<file path="src/design/sv39pt_pkg.sv">
// Shared types, widths and codes of the Sv39 page-table map and walk block.
`default_nettype none
package sv39pt_pkg;

    localparam int TABLE_PAGES = 64;
    localparam int ENTRY_W     = 9;
    localparam int PAGE_W      = (TABLE_PAGES > 1) ? $clog2(TABLE_PAGES) : 1;
    localparam int NFP_W       = $clog2(TABLE_PAGES + 1);
    localparam int ADDR_W      = PAGE_W + ENTRY_W;
    localparam int DEPTH       = TABLE_PAGES * (1 << ENTRY_W);
    localparam int PTE_W       = 64;

    localparam int PPN_W    = 44;
    localparam int VA_W     = 39;
    localparam int PA_W     = 56;
    localparam int FLAGS_W  = 10;
    localparam int STATUS_W = 3;
    localparam int OFFS_W   = 12;

    localparam logic [PPN_W-1:0] BASE_PPN_RESET = 44'd524288;

    localparam logic CMD_MAP   = 1'b0;
    localparam logic CMD_QUERY = 1'b1;

    localparam logic [STATUS_W-1:0] ST_OK         = 3'd0;
    localparam logic [STATUS_W-1:0] ST_MISALIGNED = 3'd1;
    localparam logic [STATUS_W-1:0] ST_EXHAUSTED  = 3'd2;
    localparam logic [STATUS_W-1:0] ST_UPPER_LEAF = 3'd3;
    localparam logic [STATUS_W-1:0] ST_MAPPED     = 3'd4;
    localparam logic [STATUS_W-1:0] ST_UNMAPPED   = 3'd5;

    localparam logic [FLAGS_W-1:0] FLAG_V   = 10'h001;
    localparam logic [FLAGS_W-1:0] FLAG_RWX = 10'h00E;
    localparam logic [FLAGS_W-1:0] FLAG_VAD = 10'h0C1;

    typedef struct packed {
        logic              we;
        logic              re;
        logic [ADDR_W-1:0] addr;
        logic [PTE_W-1:0]  wdata;
    } t_mem_req;

    typedef struct packed {
        logic                success;
        logic [STATUS_W-1:0] status;
        logic [PA_W-1:0]     out_paddr;
        logic [FLAGS_W-1:0]  out_flags;
    } t_result;

    function automatic logic pte_valid(input logic [PTE_W-1:0] e);
        pte_valid = |(e[FLAGS_W-1:0] & FLAG_V);
    endfunction

    function automatic logic pte_leaf(input logic [PTE_W-1:0] e);
        pte_leaf = |(e[FLAGS_W-1:0] & FLAG_RWX);
    endfunction

endpackage
`default_nettype wire

</file>
<file path="src/design/sv39pt_if.sv">
// Request, response and configuration channel interfaces.
`default_nettype none


interface sv39pt_rsp_if import sv39pt_pkg::*; ();
    logic                valid;
    logic                ready;
    logic                success;
    logic [STATUS_W-1:0] status;
    logic [PA_W-1:0]     out_paddr;
    logic [FLAGS_W-1:0]  out_flags;

    modport source (output valid, success, status, out_paddr, out_flags,
                    input ready);
    modport sink   (input valid, success, status, out_paddr, out_flags,
                    output ready);
endinterface

`default_nettype wire

</file>
<file path="src/design/sv39pt_result_reg.sv">
// Output register decoupling the walker from the response channel.
`default_nettype none
module sv39pt_result_reg import sv39pt_pkg::*; (
    input  wire logic    i_clk,
    input  wire logic    i_rst_n,
    input  wire logic    i_valid,
    input  wire t_result i_result,
    output      logic    o_ready,
    sv39pt_rsp_if.source o_rsp
);

    logic    r_valid;
    t_result r_result;

    assign o_ready = !r_valid || o_rsp.ready;

    always_ff @(posedge i_clk) begin
        if (!i_rst_n) begin
            r_valid <= 1'b0;
        end else if (o_ready) begin
            r_valid <= i_valid;
        end
        if (o_ready && i_valid) begin
            r_result <= i_result;
        end
    end

    assign o_rsp.valid     = r_valid;
    assign o_rsp.success   = r_result.success;
    assign o_rsp.status    = r_result.status;
    assign o_rsp.out_paddr = r_result.out_paddr;
    assign o_rsp.out_flags = r_result.out_flags;

endmodule
`default_nettype wire

</file>
<file path="src/flat_wrapper.sv">
// flat-port wrapper written by rule: the top's interface ports become plain ports
module sv39pt_result_reg_flat import sv39pt_pkg::*;
  (i_clk, i_rst_n, i_valid, i_result, o_ready, o_rsp_valid, o_rsp_success, o_rsp_status, o_rsp_out_paddr, o_rsp_out_flags, o_rsp_ready);
  sv39pt_rsp_if o_rsp_i ();
  input  wire logic i_clk;
  input  wire logic i_rst_n;
  input  wire logic i_valid;
  input  wire t_result i_result;
  output      logic o_ready;
  output wire logic [$bits(o_rsp_i.valid)-1:0] o_rsp_valid;
  output wire logic [$bits(o_rsp_i.success)-1:0] o_rsp_success;
  output wire logic [$bits(o_rsp_i.status)-1:0] o_rsp_status;
  output wire logic [$bits(o_rsp_i.out_paddr)-1:0] o_rsp_out_paddr;
  output wire logic [$bits(o_rsp_i.out_flags)-1:0] o_rsp_out_flags;
  input wire logic [$bits(o_rsp_i.ready)-1:0] o_rsp_ready;
  assign o_rsp_valid = o_rsp_i.valid;
  assign o_rsp_success = o_rsp_i.success;
  assign o_rsp_status = o_rsp_i.status;
  assign o_rsp_out_paddr = o_rsp_i.out_paddr;
  assign o_rsp_out_flags = o_rsp_i.out_flags;
  assign o_rsp_i.ready = o_rsp_ready;
  sv39pt_result_reg u_core (.i_clk(i_clk), .i_rst_n(i_rst_n), .i_valid(i_valid), .i_result(i_result), .o_ready(o_ready), .o_rsp(o_rsp_i));
endmodule
</file>
<file path="config.mk">
export PLATFORM = sky130hd
export DESIGN_NAME = sv39pt_result_reg_flat
export DESIGN_NICKNAME = d
export VERILOG_FILES = /design/src/design/sv39pt_pkg.sv /design/src/design/sv39pt_if.sv /design/src/design/sv39pt_result_reg.sv /design/src/flat_wrapper.sv
export SDC_FILE = /design/constraint.sdc
export NUM_CORES = 1
export LEC_CHECK = 0
export ABC_AREA = 1
export BUFFER_PORTS_ARGS = -buffer_cell sky130_fd_sc_hd__buf_2
export CORE_MARGIN = 2
export CORE_UTILIZATION = 44
export CTS_BUF_LIST = sky130_fd_sc_hd__clkbuf_4 sky130_fd_sc_hd__clkbuf_8 sky130_fd_sc_hd__clkbuf_16
export DETAILED_ROUTE_END_ITERATION = 7
export GPL_TIMING_DRIVEN = 0
export PLACE_DENSITY = 0.84
export REMOVE_ABC_BUFFERS = 1
export SYNTH_ARGS = -nofsm -noshare
export SYNTH_HDL_FRONTEND = slang
export SYNTH_SLANG_ARGS = --single-unit
</file>
<file path="constraint.sdc">
create_clock -name i_clk -period 7.5 [get_ports i_clk]
set_input_delay 0.75 -clock i_clk [delete_from_list [all_inputs] [get_ports i_clk]]
set_output_delay 0.75 -clock i_clk [all_outputs]
set_load 0.1 [all_outputs]
</file>
======== Yosys cells after proc, flatten, opt, wreduce, memory -nomap -nowiden ========
Index checks and enable logic that the tools add are counted.
word-level totals
  output and inout port bits .............. 72
  register bits ........................... 71
operators by class
  reductions and logical operators ........ 3
operator list
  kind               count
  logical AND 1 bit  1
  zero test 1 bit    1
  logical OR 1 bit   1

======== Logic depth before layout (Yosys ltp) ========
Gate-level depths: netlist of the first run.
  depth in word-level cells ............... 3
  gate-level depth with buffers ........... 3
  mapped depth without buffers ............ 3

======== Worst setup path before layout of the first run ========
Ideal clock, no wire load.
  kind .................................... reg2reg
  start point ............................. reg u_core.r_valid, in the netlist u_core.o_rsp.valid
  end point ............................... reg u_core.r_result, in the netlist u_core.o_rsp.out_flags[0] (enable)
  stages on the path, launching flop included .. 2
  arrival ................................. 4237 ps
  path buffers ............................ 0
  library setup time ...................... 521 ps
  path slack .............................. 2743 ps
  period minus slack after synthesis ...... 4757 ps
  cells stage by stage .................... dfxtp_1 -> a21oi_1
on the way
  longest elaborated chain between the ends .. 3
ends and longest elaborated chain
  what                    line                     source
  start, declared         sv39pt_result_reg.sv:12  logic r_valid;
  start signal, assigned  sv39pt_result_reg.sv:21  r_valid <= i_valid;
  zero test 1 bit         sv39pt_result_reg.sv:15  assign o_ready = !r_valid || o_rsp.ready;
  logical OR 1 bit        sv39pt_result_reg.sv:15
  logical AND 1 bit       sv39pt_result_reg.sv:23  if (o_ready && i_valid) begin
  end signal, assigned    sv39pt_result_reg.sv:24  r_result <= i_result;
  end, declared           sv39pt_result_reg.sv:13  t_result r_result;
Every way passes these cells.
A chain may end at the register's enable or synchronous reset.

======== Worst setup path in the final report of the first run ========
  start point ............................. in o_rsp_ready
  end point ............................... out o_ready
on the way
  longest elaborated chain between the ends .. 1
ends and longest elaborated chain
  what              line                     source
  start, declared   flat_wrapper.sv:15       input wire logic [$bits(o_rsp_i.ready)-1:0] o_rsp_ready;
  logical OR 1 bit  sv39pt_result_reg.sv:15
  end, declared     flat_wrapper.sv:9        output logic o_ready;
Every way passes these cells.

==> results of run 1 <==
[placed cells by master (no fill, tap or decap)]
| cell | netlist | layout |
|---|---|---|
| a21oi_2 | 1 | 1 |
| a21oi_4 | 0 | 1 |
| buf_12 | 0 | 1 |
| buf_16 | 0 | 1 |
| buf_2 | 0 | 145 |
| bufinv_16 | 0 | 2 |
| clkbuf_8 | 0 | 9 |
| clkinv_1 | 0 | 2 |
| clkinv_2 | 0 | 1 |
| clkinvlp_4 | 0 | 2 |
| dfxtp_1 | 1 | 1 |
| edfxtp_1 | 70 | 70 |
| inv_1 | 2 | 2 |
| inv_2 | 1 | 1 |
| nand2_2 | 1 | 1 |
[per-stage QoR]
stage,area [um^2],setup WS (ns),instances,hold WS (ns),power (mW)
floorplan,2153,2.743,77,0.8489,0.6528
global placement,2963,1.677,289,0.4752,0.6920
detailed placement,3022,5.377,291,0.5326,0.6963
CTS,3233,5.375,307,0.5493,1.013
global route,3233,5.353,307,0.5644,1.034
finish,3233,5.375,307,0.5455,1.003
[routing by layer]
layer	vias to the layer above	track usage [%]
met3	11	7.046
li1	622	-
met2	89	26.69
met4	0	12.12
met5	-	0
met1	577	16.29
[area by class of cell]
class	count	area [um^2]	area share (%)
well taps	67	83.83	2.593
multi-input cells	3	31.28	0.9675
inverters	3	11.26	0.3483
flip-flops and latches	71	2122	65.63
repair buffers	147	773.2	23.92
clock buffers	9	123.9	3.831
clock inverters	7	87.58	2.709
[power by group]
group,internal [mW],switching [mW]
Sequential,0.463,0.00548
Clock,0.184,0.132
Combinational,0.0313,0.186
[registers in the layout, indices dropped and copies added, names as in the netlist]
register / cells
u_core.o_rsp.out_flags: 10
u_core.o_rsp.out_paddr: 56
u_core.o_rsp.status: 3
u_core.o_rsp.success: 1
u_core.o_rsp.valid: 1
[cell families after synthesis]
logic type             Yosys count  synth area share (%)
AOI/OAI and AO/OA                2                0.6390
DFF                             71                 98.55
and+or+nand+nor                  1                0.2907
buffers and inverters            3                0.5229
[critical path: stages]
cell and delay, ns:
buf_2 0.09, inv_2 0.05, nand2_2 0.06, buf_2 0.42
[worst max path at each step]
stage	start	to	slack [ns]	depth (start not counted)
3_3_place_gp	i_valid	u_core.o_rsp.out_paddr[29]	1.68	3
3_5_place_dp	o_rsp_ready	o_ready	5.38	4
6_report	o_rsp_ready	o_ready	5.38	4
5_1_grt	o_rsp_ready	o_ready	5.35	4
4_1_cts	o_rsp_ready	o_ready	5.38	4
2_1_floorplan	u_core.o_rsp.valid	u_core.o_rsp.out_flags[0]	2.74	1
==> results by group, run 1 <==
Outcome
  – Status: complete, no violations

Logic synthesis
  – Post-Synthesis Cell Area: 0.002153 mm^2
  – Count leader, synth: edfxtp_1
  – Most common library cells after synthesis: edfxtp_1 (70), inv_1 (2)
  – Synth top area share: 97.62%
  – EDFF count, synth: 70
  – Post-synthesis cell type count: 7
  – #FFs+latches synth: 71
  – Synth Flop Type: edfxtp_1
  – Biggest area consumer among synthesized cells: edfxtp_1
  – Yosys warns: 0
  – Sequential element share of the synthesized area: 98.55%
  – Main area contributors after synthesis: edfxtp_1 (98%), dfxtp_1 (0.93%), a21oi_2 (0.41%)
  – Post-Syn Area per Cell: 27.97 um^2
  – Asr flop ratio synth: 0%
  – Post-synthesis cell count: 77

Clocking
  – TritonCTS clock tree: yes
  – H-tree depth: 3
  – CTS max path bufs: 2
  – Clk_lat worst skew: 0.33 ns
  – CTS Sinks: 71
  – Root Buffer Master: clkbuf_8
  – Hold_buf cts: 0
  – Clock-pin slew on the worst setup and hold paths: 0.07 ns
  – CTS resizes: 0
  – Post-CTS Setup Repair Bufs: 0
  – Total CTS buffers: 9

Critical path
  – Worst r2r dst: u_core.o_rsp.out_paddr[27]
  – WS Path Type: in2out
  – RR Startpoint: u_core.o_rsp.valid
  – CP required: 6.75 ns
  – Crit Path Max Fanout: 2
  – CP arrival: 1.37 ns
  – Nature of the critical path startpoint: input port
  – FF-to-FF path depth: 2
  – Reg2reg setup slack: 5.96 ns
  – CP Capture Type: output port

Drt
  – DR WL/cell: 13.95 um
  – Met2 WL post-DR: 2215 um
  – Residual DRC count: 0
  – Detailed-route wire length: 4282 um
  – Vias per cell: 4.231
  – Max Used Layer: met4
  – DRT met1 WL: 1473 um
  – Vias: 1,299
  – Met3 WL: 485 um
  – Total iterations of the first detailed-routing run: 4
  – Remaining antenna violation count: 0
  – DR iter-0 viols: 41

Timing
  – Worst-case headroom to the max-slew limit: 53.94%
  – Final Critical Period: 2.125 ns
  – Setup TNS: 0 ns
  – RSZ-0062 raised after global routing: no
  – Max Slew Vio Count: 0
  – Final Hold Vio Count: 0
  – Clock Skews: 0.003324 ns
  – Max Freq: 470.6 MHz
  – Final setup viols: 0
  – Worst slew pin tran: 0.6893 ns
  – Final period util: 28.33%

Die
  – Die Wd: 73.96 um
  – Initial Util: 45.59%
  – Die Span Y: 73.96 um
  – Die area: 0.005469 mm^2
  – Core area: 0.004723 mm^2
  – Num rows: 25
  – Num ports: 146

Job
  – Max_cap viols: 0

Layout
  – Fillers: 331
  – Layout cells sized above 1: 68.75%
  – Area delta synth->final: 50.15%
  – Core Util, Final: 68.45%
  – # diodes: 0
  – Final net count: 309

Min path
  – WHS Endpoint: u_core.o_rsp.valid
  – HP Start: u_core.o_rsp.valid
  – Hold Path Cell Cnt: 2
  – Min-delay worst type: reg2reg

Place
  – GP Congestion: 0.7179
  – Final HPWL DP: 3184 um
  – Port bufs: 145

Global routing
  – Global route total overflow: 0
  – Total track usage: 16.24%
  – Vias in the first global route: 1,346
  – Antenna violations before repair: 0
  – Global-route wire length before repair: 6085 um
  – Largest net degree at the start of global routing: 33

Power
  – PwrDens: 310.2 mW/mm^2
  – Static Leak: 1.399 nW
  – Worst IR drop on VDD: 177.1 uV
Note: power is estimated with default switching activity, not from simulation.
==> run 2, diff against run 1 <==
--- a/config.mk
+++ b/config.mk
@@ -8,11 +8,11 @@
 export ABC_AREA = 1
 export BUFFER_PORTS_ARGS = -buffer_cell sky130_fd_sc_hd__buf_2
 export CORE_MARGIN = 2
-export CORE_UTILIZATION = 44
+export CORE_UTILIZATION = 40
 export CTS_BUF_LIST = sky130_fd_sc_hd__clkbuf_4 sky130_fd_sc_hd__clkbuf_8 sky130_fd_sc_hd__clkbuf_16
 export DETAILED_ROUTE_END_ITERATION = 7
 export GPL_TIMING_DRIVEN = 0
-export PLACE_DENSITY = 0.84
+export PLACE_DENSITY = 0.78
 export REMOVE_ABC_BUFFERS = 1
 export SYNTH_ARGS = -nofsm -noshare
 export SYNTH_HDL_FRONTEND = slang
==> constraint.sdc (replaced) <==
create_clock -name i_clk -period 2.25 [get_ports i_clk]
set_input_delay 0.225 -clock i_clk [delete_from_list [all_inputs] [get_ports i_clk]]
set_output_delay 0.225 -clock i_clk [all_outputs]
set_load 0.1 [all_outputs]
==> run 2 against run 1 <==
  * Count of clock-buffer cells in the layout up 1
  * Sequential power rose to 3.3 times the previous value
  * Total power rose to 3.1 times the previous value
  * Worst setup slack worse by 4.7 ns
  * Highest routed layer is now met5
  * Register-to-register slack worse by 5.3 ns
  * Critical path depth down 2
==> results by group, run 2 (synthesis gave the netlist of run 1 again) <==
Outcome
  – Status: complete, no violations

Layout
  – Area delta synth->final: 48.17%
  – Fin cells: 309 (+0.65%)
  – Fillers: 383 (+16%)
  – Layout cells sized above 1: 69.04% (+0.29 points)
  – Most frequent cells in the layout: buf_2 (145), edfxtp_1 (70), clkbuf_8 (9), clkinv_2 (3)
  – Final net count: 309 (unchanged)
  – Max reg flops: 56 (unchanged)
  – # diodes: 0 (unchanged)
  – Most common cell after layout, fill and taps aside: buf_2
  – FF+latch area: 0.002122 mm^2 (unchanged)
  – Area of the multi-input gates: 31.28 um^2 (unchanged)

Clocking
  – CTS resizes: 0 (unchanged)
  – Clk_lat worst skew: 0.32 ns (about the same)
  – CTS max path bufs: 2 (unchanged)
  – Hold_buf cts: 0 (unchanged)
  – CTS Sinks: 71 (unchanged)
  – Total CTS buffers: 9 (unchanged)
  – Root Buffer Master: clkbuf_8
  – H-tree depth: 3 (unchanged)
  – Clock-pin slew on the worst setup and hold paths: 0.07 ns (about the same)
  – Post-CTS Setup Repair Bufs: 0 (unchanged)
  – TritonCTS clock tree: yes

Critical path
  – Slowest stage cell on the critical path: a21oi_4
  – CP arrival: 1.62 ns (+0.25 ns)
  – Cell breakdown of the critical path: a21oi_4 -> buf_16
  – Nature of the critical path startpoint: register
  – CP Capture Type: register
  – Max incr delay on CP: 0.67 ns (+0.25 ns)
  – Crit Path Max Fanout: 28 (+26)
  – CP required: 2.27 ns (-4.48 ns)
  – WS Path Type: reg2reg

Die
  – Core area: 0.005140 mm^2 (+8.8%)
  – Num rows: 26 (+4.0%)
  – Num ports: 146 (unchanged)
  – Die Wd: 77.37 um (+4.6%)
  – Initial Util: 41.89% (-3.7 points)
  – Die Span Y: 77.37 um (+4.6%)
  – Die area: 0.005986 mm^2 (+9.4%)

Global routing
  – Global route total overflow: 0 (unchanged)
  – Largest net degree at the start of global routing: 29 (-12%)
  – Antenna violations before repair: 1 (+1)
  – Total track usage: 15.78% (-0.46 points)
  – Vias in the first global route: 1,450 (+7.7%)
  – Global-route wire length before repair: 6789 um (+12%)

Timing
  – Worst-case headroom to the max-slew limit: 45.94% (-8.0 points)
  – Final Hold Vio Count: 0 (unchanged)
  – Clock Skews: 0.007148 ns (+0.003825 ns)
  – RSZ-0062 raised after global routing: no
  – Max Slew Vio Count: 0 (unchanged)
  – Final Critical Period: 1.597 ns
  – Setup WS post-layout: 0.6530 ns (-4.722 ns)
  – Max Freq: 626.2 MHz
  – Worst slew pin tran: 0.8091 ns (+0.1198 ns)
  – Final setup viols: 0 (unchanged)
  – Final period util: 70.98%

Job
  – Max_cap viols: 0 (unchanged)

Place
  – DP Worst Slack: 0.6400 ns (-4.737 ns)
  – Placed insts: 294 (+1.0%)
  – GP Congestion: 0.6264 (-13%)
  – Final HPWL DP: 3497 um (+9.8%)
  – Port bufs: 145 (unchanged)

Drt
  – Vias: 1,323 (+1.8%)
  – DR WL/cell: 14.62 um (+4.8%)
  – Residual DRC count: 0 (unchanged)
  – Remaining antenna violation count: 0 (unchanged)
  – Vias per cell: 4.282 (+1.2%)
  – Total iterations of the first detailed-routing run: 4 (unchanged)
  – Detailed-route wire length: 4518 um (+5.5%)
  – DR iter-0 viols: 34 (-17%)

Power
  – Combinational share of power: 23.5% (+1.8 points)
  – Static Leak: 1.385 nW (-1.0%)
  – Clock power frac: 26.2% (-5.4 points)
  – Seq pwr share: 50.3% (+3.6 points)
  – P_sw: 1.060 mW (+230%)
  – PwrDens: 973.7 mW/mm^2 (+210%)
  – Power Internal: 2.047 mW (+200%)
  – Worst IR drop on VDD: 614.0 uV (+250%)
  – Sw Share: 34.11% (+1.8 points)

Min path
  – Min-delay worst type: in2reg
## run 2: worst max-delay path, delay by kind of cell (launching register included)
family / cells / cell delay, ns
AOI/OAI and AO/OA: 1 / 0.67
DFF: 1 / 0.35
buffers and inverters: 1 / 0.26
## run 2: through the flow
stage          power [mW]  setup TNS (ns)  util (%)  cell area [um^2]  hold slack [ns]
2_1_floorplan       2.176         -175.52         -              2153           0.3239
4_1_cts             3.138               0     62.07              3191          0.05431
3_3_place_gp        2.309         -217.27     57.72              2967           0.4009
6_report            3.107               0     62.07              3191          0.06725
3_5_place_dp        2.326               0     59.01              3033           0.4031
5_1_grt             3.210               0     62.07              3191          0.04448
## run 2: layout make-up
cell class / count / share of cell area (%)
clock buffers: 10 / 4.118
clock inverters: 5 / 0.8235
inverters: 3 / 0.3529
multi-input cells: 3 / 0.9804
flip-flops and latches: 71 / 66.51
well taps: 70 / 2.745
repair buffers: 147 / 24.47
## run 2: power by group through the flow
stage	Combinational [mW]	Sequential [mW]	Clock, mW
final	0.729	1.56	0.815
after global routing	0.748	1.57	0.893
after CTS	0.734	1.56	0.840
after detailed placement	0.734	1.59	0
after global placement	0.709	1.60	0
after floorplan	0.0324	2.14	0
## run 2: path summary, 6_finish.rpt
check / from / depth (start not counted) / endpoint / slack, ns
max: u_core.o_rsp.valid / 2 / u_core.o_rsp.status[0] / 0.65
min: i_result[43] / 1 / u_core.o_rsp.out_paddr[33] / 0.07
max reg2reg: u_core.o_rsp.valid / 2 / u_core.o_rsp.status[0] / 0.65
min reg2reg: u_core.o_rsp.valid / 2 / u_core.o_rsp.valid / 0.53
## run 2: routing by layer
metal	global-route usage [%]	share of wire [%]	vias up
li1	-	-	619
met1	15.12	32	604
met2	26.35	52	87
met3	10.00	14	11
met4	7.500	2.3	2
met5	0	0.15	-
