**config.mk**
```make
export PLATFORM = sky130hd
export DESIGN_NAME = sv39pt_walker_flat
export DESIGN_NICKNAME = d
export VERILOG_FILES = /design/src/design/sv39pt_pkg.sv /design/src/design/sv39pt_if.sv /design/src/design/sv39pt_walker.sv /design/src/flat_wrapper.sv
export SDC_FILE = /design/constraint.sdc
export NUM_CORES = 1
export LEC_CHECK = 0
export BUFFER_PORTS_ARGS = -buffer_cell sky130_fd_sc_hd__buf_4
export CAP_MARGIN = 20
export CELL_PAD_IN_SITES_DETAIL_PLACEMENT = 0
export CELL_PAD_IN_SITES_GLOBAL_PLACEMENT = 1
export CORE_MARGIN = 10
export CORE_UTILIZATION = 39
export DETAILED_ROUTE_END_ITERATION = 12
export GPL_ROUTABILITY_DRIVEN = 0
export MAX_ROUTING_LAYER = met4
export PLACE_DENSITY_LB_ADDON = 0.08
export SYNTH_ARGS = -nofsm -noshare
export SYNTH_HDL_FRONTEND = slang
export SYNTH_SLANG_ARGS = --single-unit
export TNS_END_PERCENT = 1
```
**constraint.sdc**
```tcl
create_clock -name i_clk -period 6.79 [get_ports i_clk]
set_clock_uncertainty 0.1 [all_clocks]
set_input_delay 1.0185 -clock i_clk [delete_from_list [all_inputs] [get_ports i_clk]]
set_output_delay 1.0185 -clock i_clk [all_outputs]
set_load 0.02 [all_outputs]
```
**src/design/sv39pt_pkg.sv**
```systemverilog
// Shared types, widths and codes of the Sv39 page-table map and walk block.
`default_nettype none
package sv39pt_pkg;

    localparam int TABLE_PAGES = 64;
    localparam int ENTRY_W     = 9;
    localparam int PAGE_W      = (TABLE_PAGES > 1) ? $clog2(TABLE_PAGES) : 1;
    localparam int NFP_W       = $clog2(TABLE_PAGES + 1);
    localparam int ADDR_W      = PAGE_W + ENTRY_W;
    localparam int DEPTH       = TABLE_PAGES * (1 << ENTRY_W);
    localparam int PTE_W       = 64;

    localparam int PPN_W    = 44;
    localparam int VA_W     = 39;
    localparam int PA_W     = 56;
    localparam int FLAGS_W  = 10;
    localparam int STATUS_W = 3;
    localparam int OFFS_W   = 12;

    localparam logic [PPN_W-1:0] BASE_PPN_RESET = 44'd524288;

    localparam logic CMD_MAP   = 1'b0;
    localparam logic CMD_QUERY = 1'b1;

    localparam logic [STATUS_W-1:0] ST_OK         = 3'd0;
    localparam logic [STATUS_W-1:0] ST_MISALIGNED = 3'd1;
    localparam logic [STATUS_W-1:0] ST_EXHAUSTED  = 3'd2;
    localparam logic [STATUS_W-1:0] ST_UPPER_LEAF = 3'd3;
    localparam logic [STATUS_W-1:0] ST_MAPPED     = 3'd4;
    localparam logic [STATUS_W-1:0] ST_UNMAPPED   = 3'd5;

    localparam logic [FLAGS_W-1:0] FLAG_V   = 10'h001;
    localparam logic [FLAGS_W-1:0] FLAG_RWX = 10'h00E;
    localparam logic [FLAGS_W-1:0] FLAG_VAD = 10'h0C1;

    typedef struct packed {
        logic              we;
        logic              re;
        logic [ADDR_W-1:0] addr;
        logic [PTE_W-1:0]  wdata;
    } t_mem_req;

    typedef struct packed {
        logic                success;
        logic [STATUS_W-1:0] status;
        logic [PA_W-1:0]     out_paddr;
        logic [FLAGS_W-1:0]  out_flags;
    } t_result;

    function automatic logic pte_valid(input logic [PTE_W-1:0] e);
        pte_valid = |(e[FLAGS_W-1:0] & FLAG_V);
    endfunction

    function automatic logic pte_leaf(input logic [PTE_W-1:0] e);
        pte_leaf = |(e[FLAGS_W-1:0] & FLAG_RWX);
    endfunction

endpackage
`default_nettype wire

```
**src/design/sv39pt_if.sv**
```systemverilog
// Request, response and configuration channel interfaces.
`default_nettype none
interface sv39pt_req_if import sv39pt_pkg::*; ();
    logic               valid;
    logic               ready;
    logic               cmd;
    logic [VA_W-1:0]    vaddr;
    logic [PA_W-1:0]    paddr;
    logic [FLAGS_W-1:0] perm_flags;

    modport source (output valid, cmd, vaddr, paddr, perm_flags,
                    input ready);
    modport sink   (input valid, cmd, vaddr, paddr, perm_flags,
                    output ready);
endinterface

`default_nettype wire

```
**src/design/sv39pt_walker.sv**
```systemverilog
// Walk sequencer: clearing pass, three-level map and query walks, pool allocation.
`default_nettype none
module sv39pt_walker import sv39pt_pkg::*; (
    input  wire logic             i_clk,
    input  wire logic             i_rst_n,
    input  wire logic [PPN_W-1:0] i_base_ppn,
    sv39pt_req_if.sink            i_req,
    output      t_mem_req         o_mem,
    input  wire logic [PTE_W-1:0] i_rdata,
    output      logic             o_res_valid,
    output      t_result          o_res,
    input  wire logic             i_res_ready
);

    localparam logic [2:0] S_CLEAR = 3'd0;
    localparam logic [2:0] S_IDLE  = 3'd1;
    localparam logic [2:0] S_READ  = 3'd2;
    localparam logic [2:0] S_CHECK = 3'd3;
    localparam logic [2:0] S_DONE  = 3'd4;

    localparam logic [1:0] LVL_2 = 2'd2;
    localparam logic [1:0] LVL_1 = 2'd1;
    localparam logic [1:0] LVL_0 = 2'd0;

    logic [2:0]          r_state, n_state;
    logic [ADDR_W-1:0]   r_clr_addr, n_clr_addr;
    logic [NFP_W-1:0]    r_nfp, n_nfp;
    logic [1:0]          r_level, n_level;
    logic [PAGE_W-1:0]   r_page, n_page;
    logic                r_cmd, n_cmd;
    logic [VA_W-1:0]     r_va, n_va;
    logic [PA_W-1:0]     r_pa, n_pa;
    logic [FLAGS_W-1:0]  r_fl, n_fl;
    logic [STATUS_W-1:0] r_status, n_status;
    logic [PA_W-1:0]     r_out_pa, n_out_pa;
    logic [FLAGS_W-1:0]  r_out_fl, n_out_fl;

    logic [ENTRY_W-1:0]  vpn;
    logic [ADDR_W-1:0]   walk_addr;
    logic [PPN_W-1:0]    pool_off;
    logic                in_pool;
    logic [PPN_W-1:0]    new_ppn;
    logic                accept;

    assign accept = i_req.valid && i_req.ready;
    assign i_req.ready = (r_state == S_IDLE);

    always_comb begin
        case (r_level)
            LVL_2:   vpn = r_va[38:30];
            LVL_1:   vpn = r_va[29:21];
            default: vpn = r_va[20:12];
        endcase
    end

    assign walk_addr = {r_page, vpn};
    assign pool_off  = i_rdata[PPN_W+FLAGS_W-1:FLAGS_W] - i_base_ppn;
    assign in_pool   = pool_off < PPN_W'(r_nfp);
    assign new_ppn   = i_base_ppn + PPN_W'(r_nfp);

    always_comb begin
        n_state    = r_state;
        n_clr_addr = r_clr_addr;
        n_nfp      = r_nfp;
        n_level    = r_level;
        n_page     = r_page;
        n_cmd      = r_cmd;
        n_va       = r_va;
        n_pa       = r_pa;
        n_fl       = r_fl;
        n_status   = r_status;
        n_out_pa   = r_out_pa;
        n_out_fl   = r_out_fl;
        o_mem      = '0;

        case (r_state)
            S_CLEAR: begin
                o_mem.we   = 1'b1;
                o_mem.addr = r_clr_addr;
                if (r_clr_addr == ADDR_W'(DEPTH - 1)) begin
                    n_state = S_IDLE;
                end else begin
                    n_clr_addr = r_clr_addr + 1'b1;
                end
            end
            S_IDLE: begin
                if (accept) begin
                    n_cmd    = i_req.cmd;
                    n_va     = i_req.vaddr;
                    n_pa     = i_req.paddr;
                    n_fl     = i_req.perm_flags;
                    n_out_pa = '0;
                    n_out_fl = '0;
                    n_level  = LVL_2;
                    n_page   = '0;
                    n_status = ST_OK;
                    if (i_req.cmd == CMD_MAP &&
                        (i_req.vaddr[OFFS_W-1:0] != '0 ||
                         i_req.paddr[OFFS_W-1:0] != '0)) begin
                        n_status = ST_MISALIGNED;
                        n_state  = S_DONE;
                    end else begin
                        n_state = S_READ;
                    end
                end
            end
            S_READ: begin
                o_mem.re   = 1'b1;
                o_mem.addr = walk_addr;
                n_state    = S_CHECK;
            end
            S_CHECK: begin
                o_mem.addr = walk_addr;
                if (r_level != LVL_0) begin
                    if (!pte_valid(i_rdata)) begin
                        if (r_cmd == CMD_QUERY) begin
                            n_status = ST_UNMAPPED;
                            n_state  = S_DONE;
                        end else if (r_nfp >= NFP_W'(TABLE_PAGES)) begin
                            n_status = ST_EXHAUSTED;
                            n_state  = S_DONE;
                        end else begin
                            o_mem.we    = 1'b1;
                            o_mem.wdata = {{(PTE_W-PPN_W-FLAGS_W){1'b0}}, new_ppn, FLAG_V};
                            n_nfp       = r_nfp + 1'b1;
                            n_page      = r_nfp[PAGE_W-1:0];
                            n_level     = r_level - 1'b1;
                            n_state     = S_READ;
                        end
                    end else if (pte_leaf(i_rdata) || !in_pool) begin
                        n_status = (r_cmd == CMD_MAP) ? ST_UPPER_LEAF : ST_UNMAPPED;
                        n_state  = S_DONE;
                    end else begin
                        n_page  = pool_off[PAGE_W-1:0];
                        n_level = r_level - 1'b1;
                        n_state = S_READ;
                    end
                end else if (r_cmd == CMD_MAP) begin
                    if (pte_valid(i_rdata)) begin
                        n_status = ST_MAPPED;
                    end else begin
                        o_mem.we    = 1'b1;
                        o_mem.wdata = {{(PTE_W-PPN_W-FLAGS_W){1'b0}},
                                       r_pa[PA_W-1:OFFS_W], r_fl | FLAG_VAD};
                        n_status    = ST_OK;
                    end
                    n_state = S_DONE;
                end else begin
                    if (pte_valid(i_rdata) && pte_leaf(i_rdata)) begin
                        n_out_pa = {i_rdata[PPN_W+FLAGS_W-1:FLAGS_W], r_va[OFFS_W-1:0]};
                        n_out_fl = i_rdata[FLAGS_W-1:0];
                        n_status = ST_OK;
                    end else begin
                        n_status = ST_UNMAPPED;
                    end
                    n_state = S_DONE;
                end
            end
            S_DONE: begin
                if (i_res_ready) begin
                    n_state = S_IDLE;
                end
            end
            default: begin
                n_state = S_IDLE;
            end
        endcase
    end

    always_ff @(posedge i_clk) begin
        if (!i_rst_n) begin
            r_state    <= S_CLEAR;
            r_clr_addr <= '0;
            r_nfp      <= NFP_W'(1);
            r_level    <= LVL_2;
            r_page     <= '0;
        end else begin
            r_state    <= n_state;
            r_clr_addr <= n_clr_addr;
            r_nfp      <= n_nfp;
            r_level    <= n_level;
            r_page     <= n_page;
        end
        r_cmd    <= n_cmd;
        r_va     <= n_va;
        r_pa     <= n_pa;
        r_fl     <= n_fl;
        r_status <= n_status;
        r_out_pa <= n_out_pa;
        r_out_fl <= n_out_fl;
    end

    assign o_res_valid     = (r_state == S_DONE);
    assign o_res.success   = (r_status == ST_OK);
    assign o_res.status    = r_status;
    assign o_res.out_paddr = r_out_pa;
    assign o_res.out_flags = r_out_fl;

`ifndef SYNTHESIS
    a_nfp_range: assert property (@(posedge i_clk) disable iff (!i_rst_n)
        r_nfp != '0 && r_nfp <= NFP_W'(TABLE_PAGES))
        else $error("free page counter out of range");

    a_page_in_pool: assert property (@(posedge i_clk) disable iff (!i_rst_n)
        (o_mem.re || o_mem.we) && r_state != S_CLEAR |-> NFP_W'(r_page) < r_nfp)
        else $error("walk touches a page that is not allocated");

    a_nfp_step: assert property (@(posedge i_clk) disable iff (!i_rst_n)
        $past(i_rst_n) && r_nfp != $past(r_nfp) |->
            $past(o_mem.we) && r_nfp == NFP_W'($past(r_nfp) + 1'b1))
        else $error("free page counter moved without a linking write");

    a_accept_leaves_idle: assert property (@(posedge i_clk) disable iff (!i_rst_n)
        i_req.valid && i_req.ready |=> r_state == S_READ || r_state == S_DONE)
        else $error("accepted request did not start a walk");

    a_done_holds: assert property (@(posedge i_clk) disable iff (!i_rst_n)
        r_state == S_DONE && !i_res_ready |=> r_state == S_DONE && $stable(r_status))
        else $error("result dropped while stalled");
`endif

endmodule
`default_nettype wire

```
**src/flat_wrapper.sv**
```systemverilog
// flat-port wrapper written by rule: the top's interface ports become plain ports
module sv39pt_walker_flat import sv39pt_pkg::*;
  (i_clk, i_rst_n, i_base_ppn, o_mem, i_rdata, o_res_valid, o_res, i_res_ready, i_req_valid, i_req_cmd, i_req_vaddr, i_req_paddr, i_req_perm_flags, i_req_ready);
  sv39pt_req_if i_req_i ();
  input  wire logic i_clk;
  input  wire logic i_rst_n;
  input  wire logic [PPN_W-1:0] i_base_ppn;
  output      t_mem_req o_mem;
  input  wire logic [PTE_W-1:0] i_rdata;
  output      logic o_res_valid;
  output      t_result o_res;
  input  wire logic i_res_ready;
  input wire logic [$bits(i_req_i.valid)-1:0] i_req_valid;
  input wire logic [$bits(i_req_i.cmd)-1:0] i_req_cmd;
  input wire logic [$bits(i_req_i.vaddr)-1:0] i_req_vaddr;
  input wire logic [$bits(i_req_i.paddr)-1:0] i_req_paddr;
  input wire logic [$bits(i_req_i.perm_flags)-1:0] i_req_perm_flags;
  output wire logic [$bits(i_req_i.ready)-1:0] i_req_ready;
  assign i_req_i.valid = i_req_valid;
  assign i_req_i.cmd = i_req_cmd;
  assign i_req_i.vaddr = i_req_vaddr;
  assign i_req_i.paddr = i_req_paddr;
  assign i_req_i.perm_flags = i_req_perm_flags;
  assign i_req_ready = i_req_i.ready;
  sv39pt_walker u_core (.i_clk(i_clk), .i_rst_n(i_rst_n), .i_base_ppn(i_base_ppn), .i_req(i_req_i), .o_mem(o_mem), .i_rdata(i_rdata), .o_res_valid(o_res_valid), .o_res(o_res), .i_res_ready(i_res_ready));
endmodule
```
# Yosys cells after proc, flatten, opt, wreduce, memory -nomap -nowiden
# Index checks and enable logic that the tools add are counted.
dict set report totals {
  ff_bits 208
  out_inout_bits 153
}
dict set report op_classes {
  n_addsub 5
  n_lt_le_gt_ge 2
  n_eq_ne 19
  mux 63
  bitwise 5
  reduce_logical 21
}
# cell count
set op_table {}
lappend op_table {{64-bit two-way mux} 5}
lappend op_table {{56-bit two-way mux} 4}
lappend op_table {{56-bit case mux with 2 select lines} 1}
lappend op_table {{54-bit two-way mux} 2}
lappend op_table {{3-bit two-way mux} 19}
lappend op_table {{44-bit by 7-bit adder with 44-bit output} 1}
lappend op_table {{44-bit by 7-bit < comparator with 1-bit output} 1}
lappend op_table {{44-bit subtractor} 1}
lappend op_table {{10-bit two-way mux} 4}
lappend op_table {{6-bit two-way mux} 6}
lappend op_table {{15-bit case mux with 2 select lines} 1}
lappend op_table {{12-bit nonzero test} 2}
lappend op_table {{10-bit case mux with 2 select lines} 1}
lappend op_table {{9-bit case mux with 2 select lines} 1}
lappend op_table {{15-bit by 1-bit adder with 15-bit output (second input constant)} 1}
lappend op_table {{15-bit == test (second input constant)} 1}
lappend op_table {{3-bit case mux with 5 select lines} 1}
lappend op_table {{2-bit two-way mux} 6}
lappend op_table {{6-bit case mux with 2 select lines} 1}
lappend op_table {{2-bit by 1-bit != test with 1-bit output (second input constant)} 5}
lappend op_table {{5-bit AND reduction} 2}
lappend op_table {{3-bit != test (second input constant)} 3}
lappend op_table {{1-bit two-way mux} 8}
lappend op_table {{7-bit by 1-bit adder with 7-bit output (second input constant)} 1}
lappend op_table {{25 further kinds} 37}

# Depth between registers and ports, before layout
# Gate-level depths: netlist (run 1).
dict set report logic_depth {
  ltp_word 8
  mapped_depth 19
  depth_no_buf 19
}

# Worst setup path after synthesis (run 1)
# Ideal clock, no wire load.
dict set report synth_path {
  path_type {input port to flip-flop}
  startpoint {in i_rdata[0]}
  endpoint {reg u_core.r_out_fl[0], enable pin}
  setup_ns 0.512
  arrival_time_ns 4.803
  required_time_ns 6.178
  slack_ns 1.376
  stages 4
  cell_sequence {clkbuf_1 and4_1 nand2_1 a21oi_1}
}
dict set report synth_between {
  elab_chain_len 3
}
# item line
set synth_lines {}
lappend synth_lines {{from (decl)} flat_wrapper.sv:9} ;# input wire logic [PTE_W-1:0] i_rdata;
lappend synth_lines {{1-bit logical AND} sv39pt_walker.sv:149} ;# if (pte_valid(i_rdata) && pte_leaf(i_rdata)) begin
lappend synth_lines {{2-bit by 1-bit != test with 1-bit output (no source line)} n/a}
lappend synth_lines {{5-bit AND reduction (no source line)} n/a}
lappend synth_lines {{to (signal assigned)} sv39pt_walker.sv:190} ;# r_out_fl <= n_out_fl;
lappend synth_lines {{to (decl)} sv39pt_walker.sv:36} ;# logic [FLAGS_W-1:0] r_out_fl, n_out_fl;
# Every way passes these cells.
# A chain may end at the register's enable or synchronous reset.

==> results by group, run 1 <==
Global routing
  • Initial antenna violation count: 3
  • Global-route wire length before repair: 66,900 µm
  • Number of global-route vias before repair: 11.6k
  • Tot GR Track Use: 0.226
  • Maximum number of pins on one net before global-route repair: slightly below 80
  • Total grt overflow: 0

Detailed routing
  • Routed vias: between 10k and 15k
  • Routed vias/inst: between 5 and 6
  • Routed Antenna Nets: 0
  • Starting DRT DRC Count: roughly 770
  • Wirelength per Cell: 21.6 µm
  • First-pass DRT Iterations: 6
  • Post-Route WL: between 40,000 and 50,000 µm
  • # DRC: 0

Yosys
  • Cell taking the most area after synthesis: edfxtp_1
  • Synth Area per Inst: 9.31 µm²
  • Largest family of logic cells by synthesized area: simple AND/OR/NAND/NOR gates
  • Asr flop ratio synth: 0
  • Top cells by area, synth: edfxtp_1 38%, ha_1 6.2%, dfxtp_1 5.3%, nand2_1 5.0%, xnor2_1 4.2%
  • Synth Area in Compound Gates: 0.164
  • #FFs+latches synth: 193
  • Synth unique cells: 86
  • Most used DFF post-synth: edfxtp_1
  • Simple-gate share of the synthesized area: 0.216
  • Synth top area share: 0.382
  • Cell Area, Synth: between 10,000 and 15,000 µm²
  • Yosys warnings: 0
  • Xor and xnor fraction of the mapped netlist area: 0.0564
  • Sequential area share after synthesis: 0.434
  • Post-synth EDFFs: 160
  • Post-Synthesis Cells: approximately 1.4k
  • Portion of netlist area occupied by mux cells: 0.0113
  • Post-Synth Adder-Cell Area: 0.0648

Clock tree
  • Clock Latency Late Sink: roughly 450 ps
  • Sink Count: 193
  • Hold_buf cts: 0
  • CTS tree: built
  • CTS buffer count: 17
  • # H-tree levels: 4
  • Clk pin slew, worst setup/hold paths: about 70 ps
  • Root Driver: clkbuf_16
  • Post-CTS sizing: 0
  • Longest Clk Path Bufs: 2
  • Post-CTS Setup Inserts: 0

Floorplanning
  • Die Height: 200 µm
  • Die ar.: roughly 40,000 µm²
  • Initial Util: 0.397
  • Row Count: 65
  • I/O Pins: 371
  • CORE AREA: 31,700 µm²
  • Die W: 200 µm

Cells and area
  • Most frequent cells in the layout: 356 x buf_4, 168 x nand2_1, 160 x edfxtp_1
  • Most common cell after layout, fill and taps aside: buf_4
  • Util after Layout: 0.504
  • Share of layout cells above drive strength 1: 0.254
  • Sequential cell area: roughly 5500 µm²
  • Final instance area: ~16,000 µm²
  • P&R area growth vs syn: 27.0%
  • Multi-input logic area: between 6000 and 7000 µm²
  • # fillers: about 3.1k
  • Nets: just under 2k

Placed design
  • Placed Area: between 15,000 and 20,000 µm²
  • Detail Placement HPWL: about 35,000 µm
  • PortBufs: roughly 350

Critical path
  • Buffers & Inverters on Critical Path: 2
  • Crit-path leading delay family: simple AND/OR/NAND/NOR gates
  • Critical Path Slowest Stage Cell: nor3_1
  • CP max FO: 6
  • Critical Path Sink Type: output pin
  • Launch point of the worst reg-to-reg path: u_core.r_level[0]$_SDFFE_PN0P_
  • CP Launch Type: input pin
  • Critical Path Start: i_base_ppn[1]
  • CP arrival: roughly 4400 ps
  • Crit path cell chain: buf_4 > ha_1 > a21o_1 > a21oi_1 > o21bai_1 > a21oi_1 > o21bai_1 > a21oi_1 > or4_1 > nor3_1 > nand4_1 > xor2_1 > o21ai_0 > buf_4
  • Critical Path RT: 5670 ps
  • Crit-path most repeated cell: a21oi_1
  • Crit Path Class: input pin to output pin
  • CP max stage delay: approximately 760 ps

STA
  • Max-slew violations: 0
  • Final period util: 0.818
  • Max Clk Rate: around 0.18 GHz
  • Slew @ Worst Pin: 1010 ps
  • Setup TNS: 0 ps
  • Final hold vios: 0
  • Final setup fails: 0
  • Slew Limit Headroom: 0.329
  • Tmin final: roughly 5600 ps
  • RSZ-0062 raised after global routing: false

Status
  • Status: finished, final reports clean

Power and ir drop
  • VDD IR max: around 180 µV
  • Pwr dens: around 180 nW/µm²
  • P_leak: 6.59 nW
  • Power share of the clock group: 0.351
  • Logic pwr share: 0.197
  • Net Sw Frac: 0.296
  • Register share of total power: 0.452
  • Internal Power: 1.98 mW
  • P_sw: 0.834 mW

Hold path
  • HP Start: u_core.r_page[1]$_SDFFE_PN0P_
  • Hold crit path type: flop to flop

Flow run
  • Max-cap violation count: 0
cells in the mapped netlist (30+ instances only):
master,instances
nand2_1,168
dfxtp_1,33
clkbuf_1,53
and3_1,78
nor3_1,32
xnor2_1,61
nand4_1,44
ha_1,62
nand3_1,30
a21oi_1,75
o21ai_0,105
inv_1,67
edfxtp_1,160
nor2_1,81
cell families (layout without fill, tap and decap cells):
family                     count (synthesis)  count (layout)
xor gates and xnor gates                  81              81
and+or+nand+nor                          529             529
other                                      1              13
buffers and inverters                    150             457
muxes                                     14              14
AOI/OAI and AO/OA                        320             320
adders and majority gates                 64              64
DFF                                      193             193
worst register-to-register path, stage by stage, from the launching register on:
cell       delay, ps
dfxtp_1          360
inv_1             80
ha_1             300
nor2b_1          280
nand4b_1         190
a221o_1          330
nor4b_1          250
nand3_1          110
nor4_1           200
nand4_1          140
a2111oi_0        440
nand4_1          370
nand3_1          200
a21oi_1          130
path summary, 6_finish.rpt:
check	depth (start not counted)	to	slack, ps
worst min-delay path	2	u_core.r_page[1]$_SDFFE_PN0P_	380
worst min register to register	2	u_core.r_page[1]$_SDFFE_PN0P_	380
worst max register to register	13	u_core.r_status[0]$_DFFE_PP_	3080
worst max-delay path	14	o_mem[53]	1240
sequential cells by signal, summed over array words and instances, names as in the netlist:
signal	flops
u_core.r_clr_addr	15
u_core.r_cmd	1
u_core.r_fl	7
u_core.r_level	2
u_core.r_nfp	7
u_core.r_out_fl	10
u_core.r_out_pa	56
u_core.r_pa	44
u_core.r_page	6
u_core.r_state	3
u_core.r_status	3
u_core.r_va	39
layout make-up:
class / count / area share
Antenna cell: 3 / 0.000470
Clock buffer: 17 / 0.0266
Clock inverter: 15 / 0.00790
Inverter: 68 / 0.0161
Multi-Input combinational cell: 1018 / 0.408
Sequential cell: 193 / 0.342
Tap cell: 402 / 0.0315
Timing Repair Buffer: 357 / 0.168
power by group through the flow:
stage,Sequential [mW],Clock [mW],Combinational (mW)
finish,1.27,0.989,0.555
global route,1.27,1.06,0.610
CTS,1.27,1.01,0.549
detailed placement,1.30,0,0.545
global placement,1.30,0,0.544
floorplan,1.30,0,0.345
per-stage QoR:
step                      setup WS [ps]  cells  power (mW)  hold slack [ps]
after global routing                825   2073        2.94              399
after detailed placement           1160   2038        1.85              364
after CTS                          1240   2070        2.83              374
final                              1240   2073        2.82              379
after global placement             1260   2037        1.84              355
after floorplan                    1380   1361        1.65              335
per-layer routing:
layer	vias to the layer above	part of all wire	routed length [µm]	GRT usage
met2	371	0.51	22600	0.384
met5	-	0	0	-
met3	53	0.057	2570	0.0501
li1	5579	-	-	-
met4	0	0.022	995	0.0617
met1	5450	0.41	18500	0.265
Note: power is estimated with default switching activity, not from simulation.
==> run 2: changes to the inputs <==
CORE_UTILIZATION = 36   (was 39)
clock period = 4.6 ns   (was 6.79 ns; I/O delays follow)
==> results by group, run 2 (same netlist as run 1, synthesis figures left out) <==
Status
  • Status: finished, final reports clean

Critical path
  • Flop2flop setup slack: 1120 ps (-1960 ps)
  • FF-to-FF path depth: 14 (+1)
  • CP arrival: 3640 ps (-790 ps)
  • CP Launch Type: input pin
  • Critical Path Start: i_base_ppn[1]
  • Crit Path Class: input pin to output pin
  • Launch point of the worst reg-to-reg path: u_core.r_level[0]$_SDFFE_PN0P_
  • Critical Path RT: 3810 ps (-1860 ps)
  • Crit path to: o_mem[53]
  • Worst flop-to-flop path endpoint: u_core.r_status[2]$_SDFFCE_PN0P_
  • Critical Path Sink Type: output pin
  • CP max FO: 5 (-1)

Global routing
  • Maximum number of pins on one net before global-route repair: 70 (-11%)
  • Tot GR Track Use: 0.224 (-0.00187)
  • Global-route wire length before repair: 71,100 µm (+6.3%)
  • Total grt overflow: 0 (unchanged)
  • Initial antenna violation count: 4 (+1)
  • Number of global-route vias before repair: 11.9k (+2.6%)

Power and ir drop
  • Pwr Total: 4.27 mW (+52%)
  • P_sw: 1.29 mW (+54%)
  • Pwr dens: 258 nW/µm² (+46%)
  • P_leak: 6.90 nW (+4.7%)
  • VDD IR max: 254 µV (+44%)
  • Net Sw Frac: 0.301 (+0.00493)
  • Power share of the clock group: 0.349 (-0.002)
  • Register share of total power: 0.440 (-0.012)
  • Logic pwr share: 0.211 (+0.014)
  • Internal Power: 2.99 mW (+51%)

Cells and area
  • Nets: 1,997 (+3.1%)
  • # fillers: 3,414 (+8.8%)
  • Biggest regs: u_core.r_out_pa (56), u_core.r_pa (44), u_core.r_va (39)
  • Share of layout cells above drive strength 1: 0.284 (+0.0305)
  • Max FFs per register: 56 (unchanged)
  • Largest reg by FF count: u_core.r_out_pa
  • Most frequent cells in the layout: 416 x buf_4, 168 x nand2_1, 160 x edfxtp_1
  • P&R area growth vs syn: 31.8%
  • Most common cell after layout, fill and taps aside: buf_4

STA
  • Max Clk Rate: about 0.23 GHz
  • Slew Limit Headroom: 0.310 (-0.0196)
  • Final period util: 0.964
  • RSZ-0062 raised after global routing: true
  • Max-slew violations: 0 (unchanged)
  • Slew @ Worst Pin: 1040 ps (+29.4 ps)
  • Hold slack: 311 ps (-68.1 ps)
  • Final setup fails: 0 (unchanged)
  • Setup TNS: 0 ps (unchanged)
  • Tmin final: approximately 4400 ps
  • Final hold vios: 0 (unchanged)
  • Setup slack after layout: 168 ps (-1070 ps)

Flow run
  • Max-cap violation count: 0 (unchanged)

Placed design
  • PortBufs: 347 (unchanged)
  • Detail Placement HPWL: 38,100 µm (+7.8%)
  • Pre-CTS WS: -432 ps (-1590 ps)

Floorplanning
  • Initial Util: 0.364 (-0.0324)
  • Die ar.: 42,800 µm² (+7.5%)
  • CORE AREA: 34,500 µm² (+8.9%)
  • Die W: 207 µm (+3.7%)
  • I/O Pins: 371 (unchanged)
  • Die Height: 207 µm (+3.7%)
  • Row Count: 68 (+4.6%)

Clock tree
  • Clock Latency Late Sink: 450 ps (about the same)
  • CTS tree: built
  • Clk pin slew, worst setup/hold paths: 80 ps (about the same)
  • Longest Clk Path Bufs: 2 (unchanged)
  • # H-tree levels: 4 (unchanged)
  • Root Driver: clkbuf_16
  • Sink Count: 193 (unchanged)
  • CTS buffer count: 17 (unchanged)

Detailed routing
  • # DRC: 0 (unchanged)
  • Routed vias/inst: 5.38 (-2.5%)
  • Routed vias: 11.8k (+2.8%)
  • First-pass DRT Iterations: 6 (unchanged)
  • Post-Route WL: 48,100 µm (+7.7%)
  • Routed Antenna Nets: 0 (unchanged)
  • Wirelength per Cell: 22.0 µm (+2.0%)
  • Starting DRT DRC Count: 854 (+12%)

Hold path
  • Hold crit path type: input pin to flop
[run 2: worst min path at each step]
| stage | from | slack, ps | cells past startpoint | to |
|---|---|---|---|---|
| final | i_req_paddr[40] | 310 | 1 | u_core.r_pa[40]$_DFFE_PP_ |
| after global routing | i_req_vaddr[34] | 280 | 1 | u_core.r_va[34]$_DFFE_PP_ |
| after CTS | i_req_paddr[43] | 280 | 1 | u_core.r_pa[43]$_DFFE_PP_ |
| after detailed placement | u_core.r_page[0]$_SDFFE_PN0P_ | 360 | 2 | u_core.r_page[0]$_SDFFE_PN0P_ |
| after global placement | u_core.r_page[5]$_SDFFE_PN0P_ | 350 | 2 | u_core.r_page[5]$_SDFFE_PN0P_ |
| after floorplan | u_core.r_page[0]$_SDFFE_PN0P_ | 340 | 2 | u_core.r_page[0]$_SDFFE_PN0P_ |
[run 2: timing repair]
item,in CTS,in global routing
hold buffers,0,0
buffers inserted,0,1
setup endpoints to repair,0,19
gates resized for setup,0,11
hold endpoints to repair,0,0
[run 2: area by class of cell]
| cell class | count | area [µm²] | share of cell area |
|---|---|---|---|
| multi-input combinational | 1018 | 6580 | 0.397 |
| sequential | 193 | 5470 | 0.330 |
| timing repair buffer | 417 | 3130 | 0.189 |
| tap | 455 | 569 | 0.0343 |
| clock buffer | 17 | 425 | 0.0257 |
| inverter | 68 | 258 | 0.0155 |
| clock inverter | 15 | 143 | 0.00860 |
| antenna | 4 | 10.0 | 0.000604 |
[run 2: layer usage]
layer | track usage | share of wire | vias to the layer above | wire (µm)
li1 | - | - | 5698 | -
met5 | - | 0 | - | 0
met4 | 0.0393 | 0.0096 | 0 | 463
met2 | 0.389 | 0.53 | 345 | 25300
met3 | 0.0468 | 0.053 | 32 | 2550
met1 | 0.266 | 0.41 | 5701 | 19800
[run 2: power groups by stage]
stage,Combinational [mW],Clock (mW),Sequential [mW]
floorplan,0.509,0,1.92
finish,0.902,1.49,1.88
detailed placement,0.875,0,1.92
CTS,0.880,1.54,1.88
global placement,0.874,0,1.92
global route,0.986,1.61,1.88
[run 2: critical path: stages]
cell      delay (ps)
buf_4            110
buf_4            130
ha_1             270
a21o_1           100
a21oi_1          100
o21bai_1         150
a21oi_1          120
o21bai_1         140
a21oi_1          160
or4_1            520
nor3_1           240
buf_4            220
nand4_1          180
xor2_1           180
o21ai_0          150
buf_4            170
[run 2: per-stage QoR]
step / std cells / utilization / instance area [µm²]
finish: 2187 / 0.480 / 16600
floorplan: 1361 / - / 12600
detailed placement: 2150 / 0.461 / 15900
global route: 2187 / 0.480 / 16600
global placement: 2149 / 0.461 / 15900
CTS: 2182 / 0.478 / 16500
==> run 3: changes to the inputs <==
==> constraint.sdc (replaced) <==
create_clock -name i_clk -period 4.6 [get_ports i_clk]
set_clock_uncertainty 0.1 [all_clocks]
set_input_delay 0.46 -clock i_clk [delete_from_list [all_inputs] [get_ports i_clk]]
set_output_delay 0.46 -clock i_clk [all_outputs]
set_load 0.02 [all_outputs]
==> results by group, run 3 (same netlist as run 1, synthesis figures left out) <==
Status
  • Status: finished, final reports clean

Floorplanning
  • Die Height: 207 µm (unchanged)
  • Die W: 207 µm (unchanged)
  • Row Count: 68 (unchanged)
  • Die ar.: 42,800 µm² (unchanged)
  • CORE AREA: 34,500 µm² (unchanged)
  • I/O Pins: 371 (unchanged)
  • Initial Util: 0.364 (unchanged)

Clock tree
  • Clk pin slew, worst setup/hold paths: 80 ps (about the same)
  • Sink Count: 193 (unchanged)
  • CTS buffer count: 17 (unchanged)
  • CTS tree: built
  • Post-CTS Setup Inserts: 0 (unchanged)
  • Clock Latency Late Sink: 460 ps (about the same)
  • Hold_buf cts: 0 (unchanged)
  • # H-tree levels: 4 (unchanged)
  • Longest Clk Path Bufs: 2 (unchanged)
  • Root Driver: clkbuf_16

STA
  • Setup slack after layout: 290 ps (+122 ps)
  • RSZ-0062 raised after global routing: false
  • Slew @ Worst Pin: 1110 ps (+74.2 ps)
  • Tmin final: 4310 ps (-122 ps)
  • Final hold vios: 0 (unchanged)
  • Max Clk Rate: 0.232 GHz (+2.8%)
  • Slew Limit Headroom: 0.253 (-0.0563)
  • Max-slew violations: 0 (unchanged)
  • Final period util: 0.937 (-0.0265)
  • Final setup fails: 0 (unchanged)
  • Setup TNS: 0 ps (unchanged)

Critical path
  • Crit-path leading delay family: simple AND/OR/NAND/NOR gates
  • CP max FO: 5 (unchanged)
  • CP arrival: 3750 ps (+110 ps)
  • Crit-path most repeated cell: a21oi_1
  • Critical Path Slowest Stage Cell: nor4_1
  • Critical Path RT: 4040 ps (+230 ps)
  • Crit path cell chain: ha_1 > a21o_1 > a21oi_1 > o21bai_1 > a21oi_1 > o21bai_1 > a21oi_1 > nor4_1 > nand4_1 > xnor2_1 > o21ai_0 > buf_4
  • Crit Path Class: flop to output pin
  • CP max stage delay: 860 ps (+340 ps)
  • CP Launch Type: flop
  • Buffers & Inverters on Critical Path: 1 (-3)
  • Critical Path Sink Type: output pin

Global routing
  • Global-route wire length before repair: 71,200 µm (+0.13%)
  • Tot GR Track Use: 0.225 (about the same)
  • Initial antenna violation count: 3 (-1)
  • Maximum number of pins on one net before global-route repair: 68 (-2.9%)
  • Total grt overflow: 0 (unchanged)
  • Number of global-route vias before repair: 11.9k (+0.42%)

Cells and area
  • Share of layout cells above drive strength 1: 0.268 (-0.0162)
  • Most frequent cells in the layout: 386 x buf_4, 168 x nand2_1, 160 x edfxtp_1
  • Largest reg by FF count: u_core.r_out_pa
  • Biggest regs: u_core.r_out_pa (56), u_core.r_pa (44), u_core.r_va (39)
  • # fillers: 3,419 (+0.15%)
  • Most common cell after layout, fill and taps aside: buf_4
  • Nets: 1,967 (-1.5%)
  • P&R area growth vs syn: 29.8%
  • Max FFs per register: 56 (unchanged)

Detailed routing
  • First-pass DRT Iterations: 5 (-1)
  • Routed Antenna Nets: 0 (unchanged)
  • Routed vias/inst: 5.40 (+0.34%)
  • Starting DRT DRC Count: 839 (-1.8%)
  • Wirelength per Cell: 22.1 µm (+0.63%)
  • # DRC: 0 (unchanged)
  • Routed vias: 11.6k (-1.1%)
  • Post-Route WL: 47,700 µm (-0.79%)

Power and ir drop
  • Pwr dens: 265 nW/µm² (+2.7%)
  • Pwr Total: 4.33 mW (+1.2%)
  • P_leak: 6.77 nW (-1.9%)
  • VDD IR max: 265 µV (+4.3%)

Placed design
  • PortBufs: 347 (unchanged)
  • Detail Placement HPWL: 38,000 µm (-0.25%)
  • Pre-CTS WS: -153 ps (+279 ps)

Hold path
  • Hold crit path type: input pin to flop

Flow run
  • Max-cap violation count: 0 (unchanged)
==> run 3: cell count changes in the layout (fill, tap and decap cells not counted), moves of 2 or more <==
cell       change
nor4_1         +2
clkinv_8       -2
inv_8          -2
clkinv_2       -2
inv_6          +3
clkbuf_16      +3
buf_4         -30
==> run 3: final timing paths <==
path | depth (start not counted) | from | to | slack, ps
worst max-delay path | 12 | u_core.r_nfp[1]$_SDFFE_PN0P_ | o_mem[35] | 290
worst max register to register | 14 | u_core.r_level[0]$_SDFFE_PN0P_ | u_core.r_status[0]$_DFFE_PP_ | 1030
worst min-delay path | 1 | i_req_paddr[26] | u_core.r_pa[26]$_DFFE_PP_ | 80
worst min register to register | 2 | u_core.r_page[0]$_SDFFE_PN0P_ | u_core.r_page[0]$_SDFFE_PN0P_ | 370
==> run 3: worst register-to-register path: cells and delay by family, from the launching register on <==
family          cells  cell delay (ps)
flops               1              360
buf+inv             2              290
simple gates        8             1460
fa+ha+maj           1              320
compound gates      3              780
==> run 3: what timing repair did <==
action | in CTS | in global routing
hold endpoints to repair | 0 | 0
resized for setup | 0 | 1
setup endpoints to repair | 0 | 1
==> run 3: area by class of cell <==
class	instances	area [µm²]	share of cell area
timing repair buffer	387	2900	0.178
antenna	3	7.51	0.000460
clock buffer	21	514	0.0315
tap	455	569	0.0348
clock inverter	11	97.6	0.00597
multi-input combinational	1018	6520	0.399
inverter	68	258	0.0158
sequential	193	5470	0.335
==> run 3: through the flow <==
step / hold WS [ps] / util / std cells / area (µm²)
3_3_place_gp: 352 / 0.455 / 2120 / 15700
4_1_cts: 50.8 / 0.473 / 2153 / 16300
6_report: 75.6 / 0.473 / 2156 / 16300
3_5_place_dp: 358 / 0.455 / 2121 / 15700
2_1_floorplan: 335 / - / 1361 / 12600
5_1_grt: 48.3 / 0.473 / 2156 / 16300
==> run 3: metal layers <==
layer,wire length [µm],track usage,up-vias,part of all wire
li1,-,-,5632,-
met1,19800,0.267,5677,0.41
met2,24800,0.385,306,0.52
met3,2420,0.0426,34,0.051
met4,788,0.0538,0,0.017
met5,0,-,-,0
==> run 3: power by group <==
group / leakage, nW / internal, mW / switching (mW) / total, mW
clock: 0.307 / 0.825 / 0.755 / 1.58
combinational: 4.74 / 0.364 / 0.501 / 0.865
sequential: 1.72 / 1.88 / 0.00272 / 1.88
total: 6.77 / 3.07 / 1.26 / 4.33
